===== config.mk =====
export PLATFORM = sky130hd
export DESIGN_NAME = sas_ram
export DESIGN_NICKNAME = d
export VERILOG_FILES = /design/src/rtl/script_stack_alu_macros.svh /design/src/rtl/sas_ram.sv
export SDC_FILE = /design/constraint.sdc
export NUM_CORES = 2
export LEC_CHECK = 0
export BUFFER_PORTS_ARGS = -buffer_cell sky130_fd_sc_hd__buf_2
export CAP_MARGIN = 20
export CELL_PAD_IN_SITES_DETAIL_PLACEMENT = 0
export CELL_PAD_IN_SITES_GLOBAL_PLACEMENT = 1
export CORE_ASPECT_RATIO = 0.6
export CORE_MARGIN = 1
export CORE_UTILIZATION = 50
export CTS_BUF_LIST = sky130_fd_sc_hd__clkbuf_2 sky130_fd_sc_hd__clkbuf_4 sky130_fd_sc_hd__clkbuf_8
export DETAILED_ROUTE_END_ITERATION = 16
export PLACE_DENSITY_LB_ADDON = 0.1
export SLEW_MARGIN = 15
export SYNTH_ARGS = -nofsm -noshare
export SYNTH_HDL_FRONTEND = slang
export SYNTH_SLANG_ARGS = --single-unit

===== constraint.sdc =====
create_clock -name clock -period 8.9 [get_ports clock]
set_input_delay 1.78 -clock clock [delete_from_list [all_inputs] [get_ports clock]]
set_output_delay 1.78 -clock clock [all_outputs]
set_load 0.01 [all_outputs]

===== src/rtl/script_stack_alu_macros.svh =====
// assertion helpers for the script stack alu
`ifndef SCRIPT_STACK_ALU_MACROS_SVH
`define SCRIPT_STACK_ALU_MACROS_SVH

// same-cycle implication
`define SAS_ASSERT_IMP(label, clk, rst, ante, cons, msg) \
   label: assert property (@(posedge clk) disable iff (rst) (ante) |-> (cons)) \
      else $error(msg);

// next-cycle implication
`define SAS_ASSERT_NXT(label, clk, rst, ante, cons, msg) \
   label: assert property (@(posedge clk) disable iff (rst) (ante) |=> (cons)) \
      else $error(msg);

`endif


===== src/rtl/sas_ram.sv =====
module sas_ram #(
   parameter int WIDTH = 32,
   parameter int DEPTH = 64
) (
   input  logic                     clock,
   input  logic                     wr_en,
   input  logic [$clog2(DEPTH)-1:0] wr_addr,
   input  logic [WIDTH-1:0]         wr_data,
   input  logic [$clog2(DEPTH)-1:0] rd_addr_a,
   input  logic [$clog2(DEPTH)-1:0] rd_addr_b,
   output logic [WIDTH-1:0]         rd_data_a,
   output logic [WIDTH-1:0]         rd_data_b
);

   logic [WIDTH-1:0] mem_ff [DEPTH];
   logic [WIDTH-1:0] rd_data_a_ff;
   logic [WIDTH-1:0] rd_data_b_ff;

   always_ff @(posedge clock) begin
      if (wr_en) begin
         mem_ff[wr_addr] <= wr_data;
      end
      rd_data_a_ff <= mem_ff[rd_addr_a];
      rd_data_b_ff <= mem_ff[rd_addr_b];
   end

   assign rd_data_a = rd_data_a_ff;
   assign rd_data_b = rd_data_b_ff;

endmodule


==> out/summary.txt <==
status: complete, no violations
cell row count: 123
Initial Util: 50.7%
DRC viols: 0
FFs w/ async S/R, synth: 0%
Layout Area Growth over Synthesis: 11.1%
Post-CTS Setup Bufs: 0
clk sinks: 2112
clock transition at the registers of the reported paths: 0.07 ns
Post-DP HPWL: 170 mm
Slew Viols, Final: 0
largest net degree at the start of global routing: 110
hold_buf cts: 0
critical path class: in2reg
critical path launch point: rd_addr_a[0]
Ports: 116
first-pass GRT wire length: 426 mm
Via density: 7.11
Main synth FF type: edfxtp_1
Power Dens Cells: 199 mW/mm^2
CTS Root Cell: clkbuf_8
GRT Resource Usage Total: 31.9%
fin crit period: 4.29 ns
Distinct cells, synth: 38
post-CTS sizing: 0
Arrival @ worst endpoint: 5.07 ns
final setup violation count: 0
Synthesis Warnings: 0
final setup TNS: 0 ns
Slew Limit Headroom: 21.9%
most common cell after layout, fill and taps aside: edfxtp_1
Die X: 567 um
Crit Path Max Fanout: 75
register area share after synthesis: 65.6%
Detailed Route WL: 306 mm
share of cells above drive strength 1: 41.1%
first-iteration detailed-routing DRC count: 7572
GR Overflow Total: 0
via count: 52703
MaxCap Viol Count: 0
wire length on met3: 34.5 mm
Fin. Hold Viols: 0
Max Used Layer: met5
syn nets: 4464
worst skew pair latency: 0.95 ns
Tcrit/Tclk final: 48.2%
Die Area: 0.193 mm^2
Hold Path Origin: mem_ff[18][14]
Fillers: 14001
Cells after Synth: 4412
Worst Skew: 0.0443 ns
Worst VDD drop: 0.000157 V
drt wl/cell: 41.4 um
FF+latch count, synth: 2112
met2 WL: 136 mm
Nets: 4707
synthesized cell area: 0.0957 mm^2
RSZ-0062 raised after global routing: no
worst path cell trace: buf_8 -> buf_12 -> buf_4 -> mux4_2 -> a22oi_1 -> nand2_1 -> o21ai_1 -> o22ai_1
syn_area_per_cell: 21.7 um^2
H-tree levels: 5
drt first pass iters: 6
Worst setup EP type: register
Die Y-Extent: 341 um
Core ar.: 0.189 mm^2
CTS Buf Count: 321
Fmax: 233 MHz
PortBufs: 115
Finished Core Util: 56.3%
WL met1: 127 mm
WP data required: 9.69 ns
CP max stage cell: mux4_2
DP Area: 0.0995 mm^2
Startpoint Class: input pin
vias in the first global route: 52300
RePlAce Congestion: 0.825
EDFF count, synth: 2048
CTS tree: built
min-delay worst type: reg2reg
post-route ant nets: 0
R2R Path Start: mem_ff[23][3]
Max clock buf depth: 4
design area: 0.106 mm^2
worst slew pin tran: 1.17 ns
CP max stage delay: 0.56 ns
initial antenna violation count: 13
Lkg Pwr: 33.4 nW
most frequent cells in the layout: edfxtp_1 (2048), mux4_2 (1124), clkbuf_8 (350)
metrics by stage:
stage | worst slack [ns] | cells | total power, mW | hold WS, ns
6_report | 4.61 | 7408 | 21.2 | 0.896
4_1_cts | 4.63 | 7387 | 21.3 | 0.898
3_3_place_gp | 3.57 | 6815 | 13.1 | 0.881
5_1_grt | 4.45 | 7405 | 21.7 | 0.932
3_5_place_dp | 3.61 | 6817 | 13.1 | 0.872
2_1_floorplan | 3.93 | 4412 | 12.3 | 0.780
logic make-up (layout without fill, tap and decap cells):
group,count (synthesis),in the layout,synth area share (%)
AOI/OAI and AO/OA,340,340,2.39
buffers and inverters,348,838,1.83
and+or+nand+nor,248,248,1.13
other,0,6,0
DFF,2112,2112,65.6
muxes,1364,1364,29.0
synthesized netlist by cell type, types with 6 or more instances:
cell type  number  area, um^2
a221oi_1       13         114
mux2i_1       204        2040
nand3b_1        6        45.0
clkbuf_1      135         507
nor2b_1        19         119
o221ai_1       16         140
dfxtp_1        64        1280
a32oi_1         9        78.8
buf_6          11         124
nand2b_1        8        50.1
o32a_1          9        90.1
mux4_2       1124       25300
nand2_1        93         349
o22ai_1        56         350
o21ai_1        31         155
edfxtp_1     2048       61500
a21oi_1        58         290
a211oi_1       15         113
nor2_1         94         353
o21ai_0        18        90.1
mux2_2         36         405
buf_4          55         413
and2_1          6        37.5
o211ai_1       27         203
nand3_1         9        45.0
buf_2         121         606
buf_1          25        93.8
a22oi_1        85         638
state kept, by name (all words and copies together) (netlist names):
register,flops
rd_data_b,32
rd_data_a,32
mem_ff,2048
path summary, 6_finish.rpt:
check | end | slack [ns] | cells past startpoint
max | rd_data_a[28] | 4.61 | 8
max reg2reg | rd_data_b[3] | 6.52 | 4
min | rd_data_a[14] | 0.90 | 5
min reg2reg | rd_data_a[14] | 0.90 | 5
cell type report:
type | count | area [um^2] | share of cell area (%)
antenna | 6 | 15.0 | 0.0141
clock buffer | 433 | 5440 | 5.12
clock inverter | 137 | 991 | 0.932
inverter | 1 | 3.75 | 0.00353
multi-input combinational | 1952 | 31700 | 29.8
sequential | 2112 | 62800 | 59.1
tap | 2500 | 3130 | 2.94
timing repair buffer | 267 | 2300 | 2.16
metal layers:
metal  vias up  GRT usage [%]
met5         -              0
met1     28736           48.4
met2      3502           46.4
met3       436           7.81
met4         6           9.13
li1      20023              -
where the power goes:
part	internal, mW	switching (mW)
clock	4.36	3.94
combinational	0.726	1.04
sequential	11.0	0.0864
total	16.1	5.07
critical path: cells and delay by family:
family,cells,cell delay [ns]
buf+inv,3,1.49
simple gates,1,0.11
mux,1,0.56
compound gates,3,0.84
No activity file was read; power rests on OpenSTA's default activity.
