File: config.mk
export PLATFORM = sky130hd
export DESIGN_NAME = sas_exec
export DESIGN_NICKNAME = d
export VERILOG_FILES = /design/src/rtl/script_stack_alu_macros.svh /design/src/rtl/sas_pkg.sv /design/src/rtl/sas_exec.sv
export SDC_FILE = /design/constraint.sdc
export NUM_CORES = 1
export LEC_CHECK = 0
export BUFFER_PORTS_ARGS = -buffer_cell sky130_fd_sc_hd__buf_4
export CAP_MARGIN = 0
export CORE_AREA = 2 2 189 191
export DETAILED_ROUTE_END_ITERATION = 10
export DIE_AREA = 0 0 191 193
export REMOVE_ABC_BUFFERS = 1
export SLEW_MARGIN = 15
export SYNTH_ARGS = -nofsm -noshare
export SYNTH_HDL_FRONTEND = slang
export SYNTH_SLANG_ARGS = --single-unit
File: constraint.sdc
create_clock -name vclk -period 5.2
set_clock_uncertainty 0.05 [all_clocks]
set_input_delay 0 -clock vclk [all_inputs]
set_output_delay 0 -clock vclk [all_outputs]
set_load 0.05 [all_outputs]
File: src/rtl/script_stack_alu_macros.svh
// assertion helpers for the script stack alu
`ifndef SCRIPT_STACK_ALU_MACROS_SVH
`define SCRIPT_STACK_ALU_MACROS_SVH

// same-cycle implication
`define SAS_ASSERT_IMP(label, clk, rst, ante, cons, msg) \
   label: assert property (@(posedge clk) disable iff (rst) (ante) |-> (cons)) \
      else $error(msg);

// next-cycle implication
`define SAS_ASSERT_NXT(label, clk, rst, ante, cons, msg) \
   label: assert property (@(posedge clk) disable iff (rst) (ante) |=> (cons)) \
      else $error(msg);

`endif

File: src/rtl/sas_pkg.sv
package sas_pkg;

   localparam int ACTION_W = 5;
   localparam int PUSH_W   = 7;
   localparam int TOP_W    = 32;
   localparam int COUNT_W  = 7;

   // pushes take constants below this bound
   localparam logic [PUSH_W-1:0] PUSH_LIMIT = 7'd76;

   localparam int unsigned FLAG_TRUE  = 1;
   localparam int unsigned FLAG_FALSE = 0;

   typedef enum logic [ACTION_W-1:0] {
      OP_PUSH      = 5'd0,
      OP_DROP      = 5'd1,
      OP_DUP       = 5'd2,
      OP_STACK_SIZE = 5'd3,
      OP_SAME      = 5'd4,
      OP_INC       = 5'd5,
      OP_DEC       = 5'd6,
      OP_NEG       = 5'd7,
      OP_ABS       = 5'd8,
      OP_ADD       = 5'd9,
      OP_SUB       = 5'd10,
      OP_NUM_EQUAL = 5'd11,
      OP_NUM_NEQ   = 5'd12,
      OP_LESS      = 5'd13,
      OP_GREATER   = 5'd14,
      OP_LESS_EQ   = 5'd15,
      OP_GREATER_EQ = 5'd16,
      OP_MIN       = 5'd17,
      OP_MAX       = 5'd18,
      OP_IN_RANGE  = 5'd19
   } sas_op_type;

   typedef enum logic [1:0] {
      ST_OK        = 2'd0,
      ST_UNDERFLOW = 2'd1,
      ST_OVERFLOW  = 2'd2
   } sas_status_type;

   typedef struct packed {
      logic           wr_en;
      logic           changed;
      sas_status_type status;
   } sas_ctrl_type;

endpackage

File: src/rtl/sas_exec.sv
module sas_exec #(
   parameter int VALUE_WIDTH = 32,
   parameter int STACK_DEPTH = 64
) (
   input  logic [sas_pkg::ACTION_W-1:0]         action,
   input  logic [sas_pkg::PUSH_W-1:0]           push_value,
   input  logic [$clog2(STACK_DEPTH+1)-1:0]     sp,
   input  logic [VALUE_WIDTH-1:0]               opnd_a,
   input  logic [VALUE_WIDTH-1:0]               opnd_b,
   input  logic [VALUE_WIDTH-1:0]               opnd_c,
   output logic [$clog2(STACK_DEPTH+1)-1:0]     sp_next,
   output logic [VALUE_WIDTH-1:0]               top_next,
   output logic [VALUE_WIDTH-1:0]               wr_data,
   output logic [$clog2(STACK_DEPTH)-1:0]       wr_addr,
   output sas_pkg::sas_ctrl_type                ctrl
);
   import sas_pkg::*;

   localparam int PTR_W = $clog2(STACK_DEPTH + 1);
   localparam int IDX_W = $clog2(STACK_DEPTH);
   localparam logic [VALUE_WIDTH-1:0] TRUE_VAL  = VALUE_WIDTH'(FLAG_TRUE);
   localparam logic [VALUE_WIDTH-1:0] FALSE_VAL = VALUE_WIDTH'(FLAG_FALSE);
   localparam logic [PTR_W-1:0]       FULL      = PTR_W'(STACK_DEPTH);

   sas_op_type             op;
   logic [1:0]             need;
   logic [1:0]             pops;
   logic                   pushes;
   logic [VALUE_WIDTH-1:0] res;
   logic [PTR_W-1:0]       need_ext;
   logic [PTR_W-1:0]       pops_ext;
   logic [PTR_W-1:0]       base;
   sas_status_type         status;
   logic                   changed;

   function automatic logic lt_s(logic [VALUE_WIDTH-1:0] x, logic [VALUE_WIDTH-1:0] y);
      return $signed(x) < $signed(y);
   endfunction

   function automatic logic [VALUE_WIDTH-1:0] as_flag(logic b);
      return b ? TRUE_VAL : FALSE_VAL;
   endfunction

   always_comb begin
      op     = sas_op_type'(action);
      need   = 2'd0;
      pops   = 2'd0;
      pushes = 1'b0;
      res    = '0;
      case (op)
         OP_PUSH: begin
            if (push_value < PUSH_LIMIT) begin
               pushes = 1'b1;
               res    = VALUE_WIDTH'(push_value);
            end
         end
         OP_DROP: begin
            need = 2'd1;
            pops = 2'd1;
         end
         OP_DUP: begin
            need   = 2'd1;
            pushes = 1'b1;
            res    = opnd_a;
         end
         OP_STACK_SIZE: begin
            pushes = 1'b1;
            res    = VALUE_WIDTH'(sp);
         end
         OP_INC, OP_DEC, OP_NEG, OP_ABS: begin
            need   = 2'd1;
            pops   = 2'd1;
            pushes = 1'b1;
            case (op)
               OP_INC:    res = opnd_a + VALUE_WIDTH'(1);
               OP_DEC:    res = opnd_a - VALUE_WIDTH'(1);
               OP_NEG:    res = '0 - opnd_a;
               default:   res = opnd_a[VALUE_WIDTH-1] ? ('0 - opnd_a) : opnd_a;
            endcase
         end
         OP_SAME, OP_ADD, OP_SUB, OP_NUM_EQUAL, OP_NUM_NEQ, OP_LESS, OP_GREATER,
         OP_LESS_EQ, OP_GREATER_EQ, OP_MIN, OP_MAX: begin
            need   = 2'd2;
            pops   = 2'd2;
            pushes = 1'b1;
            case (op)
               OP_ADD:        res = opnd_b + opnd_a;
               OP_SUB:        res = opnd_b - opnd_a;
               OP_NUM_NEQ:    res = as_flag(opnd_a != opnd_b);
               OP_LESS:       res = as_flag(lt_s(opnd_b, opnd_a));
               OP_GREATER:    res = as_flag(lt_s(opnd_a, opnd_b));
               OP_LESS_EQ:    res = as_flag(!lt_s(opnd_a, opnd_b));
               OP_GREATER_EQ: res = as_flag(!lt_s(opnd_b, opnd_a));
               OP_MIN:        res = lt_s(opnd_a, opnd_b) ? opnd_a : opnd_b;
               OP_MAX:        res = lt_s(opnd_b, opnd_a) ? opnd_a : opnd_b;
               default:       res = as_flag(opnd_a == opnd_b);
            endcase
         end
         OP_IN_RANGE: begin
            need   = 2'd3;
            pops   = 2'd3;
            pushes = 1'b1;
            res    = as_flag(!lt_s(opnd_c, opnd_b) && lt_s(opnd_c, opnd_a));
         end
         default: begin
         end
      endcase

      need_ext = PTR_W'(need);
      pops_ext = PTR_W'(pops);

      if (sp < need_ext) begin
         status = ST_UNDERFLOW;
      end else if (pushes && (pops == 2'd0) && (sp >= FULL)) begin
         status = ST_OVERFLOW;
      end else begin
         status = ST_OK;
      end
      changed = (status == ST_OK) && (pushes || (pops != 2'd0));

      // new top is written to the slot of the deepest popped operand
      base     = sp - pops_ext;
      sp_next  = changed ? (base + PTR_W'(pushes)) : sp;
      wr_addr  = base[IDX_W-1:0];
      wr_data  = res;
      // a pure pop exposes the second entry
      top_next = !changed ? opnd_a : (pushes ? res : opnd_b);

      ctrl.wr_en   = changed && pushes;
      ctrl.changed = changed;
      ctrl.status  = status;
   end

endmodule

==> results of run 1 <==
[kinds of logic after synthesis]
group	count (synthesis)
multiplexers	18
AND/OR/NAND/NOR	498
buffers and inverters	213
XOR/XNOR	75
AO/OA/AOI/OAI	637
adder cells (fa/ha/maj)	198
[routing by layer]
metal	up-vias	routed length (um)
met3	125	4995
met1	6608	22180
met5	-	0
met2	719	23380
li1	6513	-
met4	0	1995
[through the flow]
step	cell area, um2	util	cells	worst slack, ns
after floorplan	10650	-	1551	0.4520
after global placement	12940	0.3700	2233	0.8799
after detailed placement	12940	0.3700	2233	0.7678
after CTS	12940	0.3700	2233	0.7682
after global routing	12940	0.3700	2233	0.4303
final	12940	0.3700	2233	0.7066
[final cells by class]
cell class                      instances  area (um2)  area share
Timing Repair Buffer                  221        1672      0.1292
Inverter                              125       469.2     0.03627
Tap cell                              461       576.8     0.04459
Multi-Input combinational cell       1426       10220      0.7899
[synthesized netlist by cell type (all sizes together) (20+ instances only)]
master / instances
o31ai: 24
nand3: 50
xnor2: 60
a31oi: 36
clkbuf: 73
nand2: 135
o21ai: 111
nor3: 50
a21o: 44
a211oi: 30
a221o: 21
nand2b: 20
nand4: 24
ha: 194
a21oi: 156
nor2: 107
inv: 125
o211ai: 27
[worst paths after layout]
path	from	endpoint	slack, ns	cells past startpoint
setup / recovery	action[0]	wr_data[31]	0.71	17
hold / removal	sp[6]	sp_next[6]	0.33	3
[power breakdown]
part	total, W	internal [W]	switching [W]	leakage (nW)
Sequential	0	0	0	0
Clock	0	0	0	0
Combinational	0.00172	0.000570	0.00115	5.89
==> impl_metrics.py, run 1 <==
metrics = {
    "run_status": {
        "status": "finished, final reports clean",
    },
    "detailed_routing": {
        "drt-pass1-iter-count": 6,
        "vias": 13970,
        "drt_iter0_markers": 1331,
        "drc": 0,
        "vias_per_cell": 6.254,
        "finalWirelength_um": 52550,
        "antenna_left": 0,
        "wl_per_cell_um": 23.53,
    },
    "final_layout": {
        "final_common_cell": "buf_4",
        "fillCellCount": 3778,
        "n_clock_buffer": 0,
        "final_layout_size_suffix_gt1_frac": 0.1473,
        "register_area_um2": 0,
        "final_nets": 2087,
        "syn_to_final_growth_pct": 17.50,
        "n_antenna_cell": 0,
        "mostFrequentLayoutCells": "220 x buf_4, 194 x ha_1, 156 x a21oi_1",
        "design.seq.count": 0,
    },
    "critical_path": {
        "cp_slowest_stage_delay_ns": 0.50,
        "path_max_fanout": 17,
        "critPathLaunchType": "input port",
        "cp-end-kind": "output port",
        "crit_family": "simple AND/OR/NAND/NOR gates",
        "crit_path_frequent_cell": "buf_4",
        "arrival_ns": 4.44,
        "critPathSlowestCell": "inv_1",
        "required_ns": 5.15,
        "cp.buffers_inverters": 4,
        "crit_chain": "buf_4 -> nand2b_1 -> nor2_1 -> nand3b_1 -> inv_1 -> buf_4 -> ha_1 -> a21oi_1 -> o211ai_1 -> a221oi_1 -> o32a_1 -> nand3b_1 -> nand3_1 -> mux2_2 -> nor4_1 -> nand3_1 -> buf_4",
        "crit_type": "input port to output port",
    },
    "floorplan": {
        "io_pins": 196,
        "die_area_um2": 36860,
        "core_area_um2": 34960,
        "die_height_um": 193,
        "initial_core_util": 0.3149,
        "row_count": 69,
        "die_x_um": 191,
    },
    "power_and_ir_drop": {
        "p_leak_nw": 5.892,
        "power_w": 0.001719,
        "vdd_drop_max_v": 0.0001095,
        "p_per_area_nw_per_um2": 132.9,
    },
    "yosys": {
        "synthDistinctLibCells": 85,
        "synthAdderAreaFrac": 0.2278,
        "synth_compound_area_frac": 0.3944,
        "synthMuxAreaShare": 0.01682,
        "synthTopCellsByArea": "ha_1 22%, a21oi_1 7.1%, o21ai_0 4.8%",
        "synth_xor_area_frac": 0.05967,
        "synth_area_leader_cell": "ha_1",
        "syn_inst": 1639,
        "yosysWarnings": 0,
        "synth_seq_area_share": 0,
        "yosysTopAreaCellShare": 0.2205,
        "synth.avg_cell_area_um2": 6.717,
        "yosys.area_share.simple": 0.2259,
        "synth_area_um2": 11010,
        "synth_top_family_by_area": "compound AO/OA/AOI/OAI gates",
    },
    "grt": {
        "grt_pass1_vias": 13370,
        "grt_max_degree": 51,
        "grt_use_met3": 0.04633,
        "antenna_found_initial": 1,
        "met1_usage": 0.3604,
        "track_usage": 0.2714,
        "busiest_layer": "met2",
        "grt_first_pass_wirelength_um": 77980,
        "use_met2": 0.4412,
        "gr-total-overflow": 0,
    },
    "clocking": {
        "cts_hold_buf": 0,
        "cts_setup_buffers": 0,
        "cts_repair_resize_count": 0,
    },
    "timing": {
        "report.final.slew_viol_count": 0,
        "setup_tns_ns": 0,
        "rsz0062_at_grt": "false",
        "finalCritPeriodShare": 0.8641,
        "whs_ns": 0.3311,
        "min_period_ns": 4.493,
        "slew_headroom": 0.2237,
        "hold_violations": 0,
        "setup_violations": 0,
        "fmax_mhz": 222.5,
        "tightest_slew_ns": 1.160,
    },
    "flow_run": {
        "max-cap-violations": 0,
    },
    "placed_design": {
        "place.gp.congestion": 0.9583,
        "port_buffers": 196,
        "dp_hpwl_um": 41870,
    },
    "worst_hold_path": {
        "min_path_type": "input port to output port",
    },
}
Note: power is estimated with default switching activity, not from simulation.
==> run 2: changes to the inputs <==
--- a/config.mk
+++ b/config.mk
@@ -7,9 +7,12 @@
 export LEC_CHECK = 0
 export BUFFER_PORTS_ARGS = -buffer_cell sky130_fd_sc_hd__buf_4
 export CAP_MARGIN = 0
+export CELL_PAD_IN_SITES_DETAIL_PLACEMENT = 1
+export CELL_PAD_IN_SITES_GLOBAL_PLACEMENT = 1
 export CORE_AREA = 2 2 189 191
 export DETAILED_ROUTE_END_ITERATION = 10
 export DIE_AREA = 0 0 191 193
+export PLACE_DENSITY_LB_ADDON = 0.1
 export REMOVE_ABC_BUFFERS = 1
 export SLEW_MARGIN = 15
 export SYNTH_ARGS = -nofsm -noshare
==> run 2 against run 1 <==
Critical path type unchanged. Critical endpoint is now top_next[18]. Largest cell class unchanged. Global-route usage is 2.7 points higher. Power is 1.4% higher. Fmax shrank 7.3%. Highest routed layer unchanged. Design area is 0.19% higher. Hold slack gained 0.0078 ns.
==> impl_metrics.py, run 2 (synthesis results as in run 1) <==
metrics = {
    "run_status": {
        "status": "finished, final reports clean",
    },
    "timing": {
        "min_period_ns": 4.847,
        "fin_ws_ns": 0.3528,
        "slew_headroom": 0.2282,
        "rsz0062_at_grt": "false",
        "finalCritPeriodShare": 0.9322,
        "hold_violations": 0,
        "fmax_mhz": 206.3,
        "setup_tns_ns": 0,
        "tightest_slew_ns": 1.128,
        "report.final.slew_viol_count": 0,
        "setup_violations": 0,
    },
    "critical_path": {
        "critPathLaunchType": "input port",
        "path_max_fanout": 15,
        "crit_type": "input port to output port",
        "arrival_ns": 4.80,
        "required_ns": 5.15,
        "cp-end-kind": "output port",
    },
    "floorplan": {
        "die_area_um2": 36860,
        "row_count": 69,
        "io_pins": 196,
        "core_area_um2": 34960,
        "die_height_um": 193,
        "die_x_um": 191,
        "initial_core_util": 0.3149,
    },
    "grt": {
        "antenna_found_initial": 1,
        "met1_usage": 0.4124,
        "gr-total-overflow": 0,
        "grt_max_degree": 28,
        "use_met2": 0.4987,
        "busiest_layer": "met2",
        "grt_first_pass_wirelength_um": 85110,
        "track_usage": 0.2988,
        "grt_use_met3": 0.02226,
        "grt_pass1_vias": 13900,
    },
    "final_layout": {
        "fin_util": 0.3707,
        "design.seq.count": 0,
        "mostFrequentLayoutCells": "226 x buf_4, 194 x ha_1, 156 x a21oi_1",
        "n_antenna_cell": 0,
        "final_common_cell": "buf_4",
        "n_clock_buffer": 0,
        "multi_input_area_um2": 10220,
        "register_area_um2": 0,
        "syn_to_final_growth_pct": 17.73,
        "final_nets": 2092,
        "final_layout_size_suffix_gt1_frac": 0.1503,
        "fillCellCount": 4515,
    },
    "clocking": {
        "cts_repair_resize_count": 0,
        "cts_setup_buffers": 0,
        "cts_hold_buf": 0,
    },
    "power_and_ir_drop": {
        "switching_power_w": 0.001169,
        "power_w": 0.001742,
        "clock_power_share": 0,
        "power.internal_w": 0.0005735,
        "seqPwrFrac": 0,
        "combinationalPowerShare": 1.000,
        "vdd_drop_max_v": 0.0001142,
        "switching_share": 0.6708,
        "p_leak_nw": 5.919,
        "p_per_area_nw_per_um2": 134.4,
    },
    "detailed_routing": {
        "drt-pass1-iter-count": 5,
        "antenna_left": 0,
        "finalWirelength_um": 57120,
        "drt_iter0_markers": 1159,
        "drc": 0,
        "vias_per_cell": 6.222,
        "wl_per_cell_um": 25.52,
        "vias": 13930,
    },
    "worst_hold_path": {
        "hold_depth": 3,
        "hold_end": "sp_next[3]",
        "min_path_type": "input port to output port",
        "hp-start": "sp[3]",
    },
    "placed_design": {
        "port_buffers": 196,
        "place.gp.congestion": 0.9597,
        "pre_cts_slack_ns": 0.2299,
        "dp_hpwl_um": 46530,
    },
    "flow_run": {
        "max-cap-violations": 0,
    },
}
==> run 2: cell types whose count changed in the layout (fill, tap and decap cells not counted), sizes merged <==
cell and change:
buf +5
==> run 2: worst max path at each step <==
stage	startpoint	to	slack, ns	depth (start not counted)
after floorplan	opnd_a[15]	top_next[13]	0.45	11
after global placement	opnd_a[31]	top_next[28]	0.32	13
after detailed placement	opnd_a[31]	top_next[28]	0.23	13
after CTS	opnd_a[31]	top_next[28]	0.24	13
after global routing	opnd_a[31]	top_next[30]	0.20	14
final	opnd_a[31]	top_next[18]	0.35	14
==> run 2: routing by layer <==
layer  up-vias  wire [um]
met4         0       1854
met3        82       3274
met1      6815      26460
met5         -          0
li1       6517          -
met2       511      25530
==> run 2: area by class of cell <==
class / count / share of cell area
Inverter: 125 / 0.03620
Tap cell: 461 / 0.04450
Timing Repair Buffer: 226 / 0.1309
Multi-Input combinational cell: 1426 / 0.7884
==> run 2: critical path, cell delays in order <==
cell and delay (ns):
buf_4 0.25, inv_1 0.31, ha_1 0.68, nand4_1 0.27, nor2_2 0.47, o221ai_1 0.45
a41oi_1 0.51, nor2_1 0.14, o22ai_2 0.52, buf_4 0.35, a22o_1 0.18, a221oi_1 0.06
a32oi_1 0.33, buf_4 0.25
==> run 2: power groups by stage <==
stage               Combinational (W)  Clock [W]  Sequential, W
floorplan                     0.00110          0              0
global placement              0.00171          0              0
CTS                           0.00173          0              0
global route                  0.00186          0              0
detailed placement            0.00172          0              0
finish                        0.00174          0              0
==> run 2: through the flow <==
stage / instances / cell area (um2) / hold slack (ns)
6_report: 2238 / 12960 / 0.3390
5_1_grt: 2238 / 12960 / 0.3497
3_5_place_dp: 2238 / 12960 / 0.3333
2_1_floorplan: 1551 / 10650 / 0.2258
4_1_cts: 2238 / 12960 / 0.3395
3_3_place_gp: 2238 / 12960 / 0.3336
==> run 3: changes to the inputs <==
==> constraint.sdc (replaced) <==
create_clock -name vclk -period 5.66
set_clock_uncertainty 0.05 [all_clocks]
set_input_delay 0 -clock vclk [all_inputs]
set_output_delay 0 -clock vclk [all_outputs]
set_load 0.05 [all_outputs]
==> run 3 against run 2 <==
Final cell count is 0.18% lower. Utilization is 0.10 points lower. Global-route usage is 0.21 points higher. Critical path type unchanged. Design area is 0.28% lower. Die area stayed put. Largest power group unchanged. Sequential cell count stayed put. Via count is 1.2% lower. First-iteration DRC count is 8.4% lower. Largest cell class unchanged.
==> impl_metrics.py, run 3 (synthesis results as in run 1) <==
metrics = {
    "run_status": {
        "status": "finished, final reports clean",
    },
    "worst_hold_path": {
        "min_path_type": "input port to output port",
    },
    "detailed_routing": {
        "vias_per_cell": 6.158,
        "vias": 13760,
        "wl_per_cell_um": 25.58,
        "drt-pass1-iter-count": 7,
        "drc": 0,
        "finalWirelength_um": 57150,
        "drt_iter0_markers": 1062,
        "antenna_left": 0,
    },
    "timing": {
        "rsz0062_at_grt": "false",
        "slew_headroom": 0.2877,
        "min_period_ns": 4.726,
        "setup_violations": 0,
        "report.final.slew_viol_count": 0,
        "hold_violations": 0,
        "fmax_mhz": 211.6,
        "setup_tns_ns": 0,
        "whs_ns": 0.3327,
        "finalCritPeriodShare": 0.8350,
        "tightest_slew_ns": 1.060,
    },
    "floorplan": {
        "die_height_um": 193,
        "core_area_um2": 34960,
        "die_x_um": 191,
        "die_area_um2": 36860,
        "initial_core_util": 0.3149,
        "row_count": 69,
        "io_pins": 196,
    },
    "critical_path": {
        "path_max_fanout": 18,
        "worstSetupStartpoint": "opnd_a[31]",
        "arrival_ns": 4.68,
        "crit_path_end": "top_next[22]",
        "cp-end-kind": "output port",
        "required_ns": 5.61,
        "critPathLaunchType": "input port",
        "crit_type": "input port to output port",
    },
    "clocking": {
        "cts_repair_resize_count": 0,
        "cts_hold_buf": 0,
        "cts_setup_buffers": 0,
    },
    "final_layout": {
        "final_layout_size_suffix_gt1_frac": 0.1483,
        "fin_area_um2": 12920,
        "syn_to_final_growth_pct": 17.40,
        "n_clock_buffer": 0,
        "final_nets": 2088,
        "register_area_um2": 0,
        "design.seq.count": 0,
        "final_common_cell": "buf_4",
        "fin_util": 0.3697,
        "stdcell_count": 2234,
        "n_antenna_cell": 0,
        "mostFrequentLayoutCells": "222 x buf_4, 194 x ha_1, 156 x a21oi_1",
    },
    "grt": {
        "track_usage": 0.3009,
        "antenna_found_initial": 0,
        "grt_pass1_vias": 14060,
        "grt_first_pass_wirelength_um": 85860,
        "gr-total-overflow": 0,
        "grt_max_degree": 31,
    },
    "power_and_ir_drop": {
        "p_per_area_nw_per_um2": 123.5,
        "seqPwrFrac": 0,
        "p_leak_nw": 5.894,
        "combinationalPowerShare": 1.000,
        "clock_power_share": 0,
        "power.internal_w": 0.0005236,
        "vdd_drop_max_v": 0.00009192,
        "switching_power_w": 0.001072,
        "switching_share": 0.6718,
    },
    "placed_design": {
        "place_inst": 2234,
        "place.gp.congestion": 0.9858,
        "placed_cell_area_um2": 12920,
        "port_buffers": 196,
        "dp_hpwl_um": 46640,
    },
    "flow_run": {
        "max-cap-violations": 0,
    },
}
==> run 3: cell count changes in the layout (fill, tap and decap cells not counted), sizes merged <==
cell,before,now
buf,226,222
==> run 3: layer usage <==
| layer | wire, um | vias to the layer above | part of all wire | global-route usage |
|---|---|---|---|---|
| li1 | - | 6505 | - | - |
| met1 | 26200 | 6740 | 0.46 | 0.4098 |
| met2 | 26600 | 442 | 0.47 | 0.5192 |
| met3 | 2944 | 69 | 0.052 | 0.01955 |
| met4 | 1409 | 0 | 0.025 | 0.06708 |
| met5 | 0 | - | 0 | 0 |
==> run 3: cell type report <==
type	count	area, um2
Fill cell	4528	22040
Multi-Input combinational cell	1426	10210
Timing Repair Buffer	222	1667
Tap cell	461	576.8
Inverter	125	469.2
==> run 3: through the flow <==
step | total power [W] | setup slack (ns)
after floorplan | 0.001006 | 0.9120
after global placement | 0.001565 | 1.221
final | 0.001596 | 0.9338
after detailed placement | 0.001576 | 1.085
after CTS | 0.001584 | 1.079
after global routing | 0.001712 | 0.8020
==> run 3: worst max-delay path: stages <==
cell and delay (ns):
buf_4 0.23, inv_1 0.23, ha_1 0.63, nand4_1 0.22, nor2_1 0.59, o221ai_1 0.47, a41oi_1 0.58, nor2_1 0.18
o22ai_2 0.20, buf_4 0.33, nand2b_1 0.41, a21boi_0 0.15, o2bb2ai_1 0.18, buf_4 0.23
==> run 3: how the worst min path moves through the flow <==
stage               slack [ns]  depth (start not counted)           end        from
floorplan                 0.23                          2  top_next[23]  opnd_a[23]
global placement          0.34                          3    sp_next[3]       sp[3]
detailed placement        0.33                          3    sp_next[3]       sp[3]
CTS                       0.34                          3    sp_next[3]       sp[3]
global route              0.35                          3    sp_next[3]       sp[3]
finish                    0.33                          3    sp_next[3]       sp[3]
==> run 3: power groups by stage <==
stage,Combinational [W],Sequential (W),Clock (W)
finish,0.00160,0,0
global route,0.00171,0,0
CTS,0.00158,0,0
detailed placement,0.00158,0,0
global placement,0.00156,0,0
floorplan,0.00101,0,0
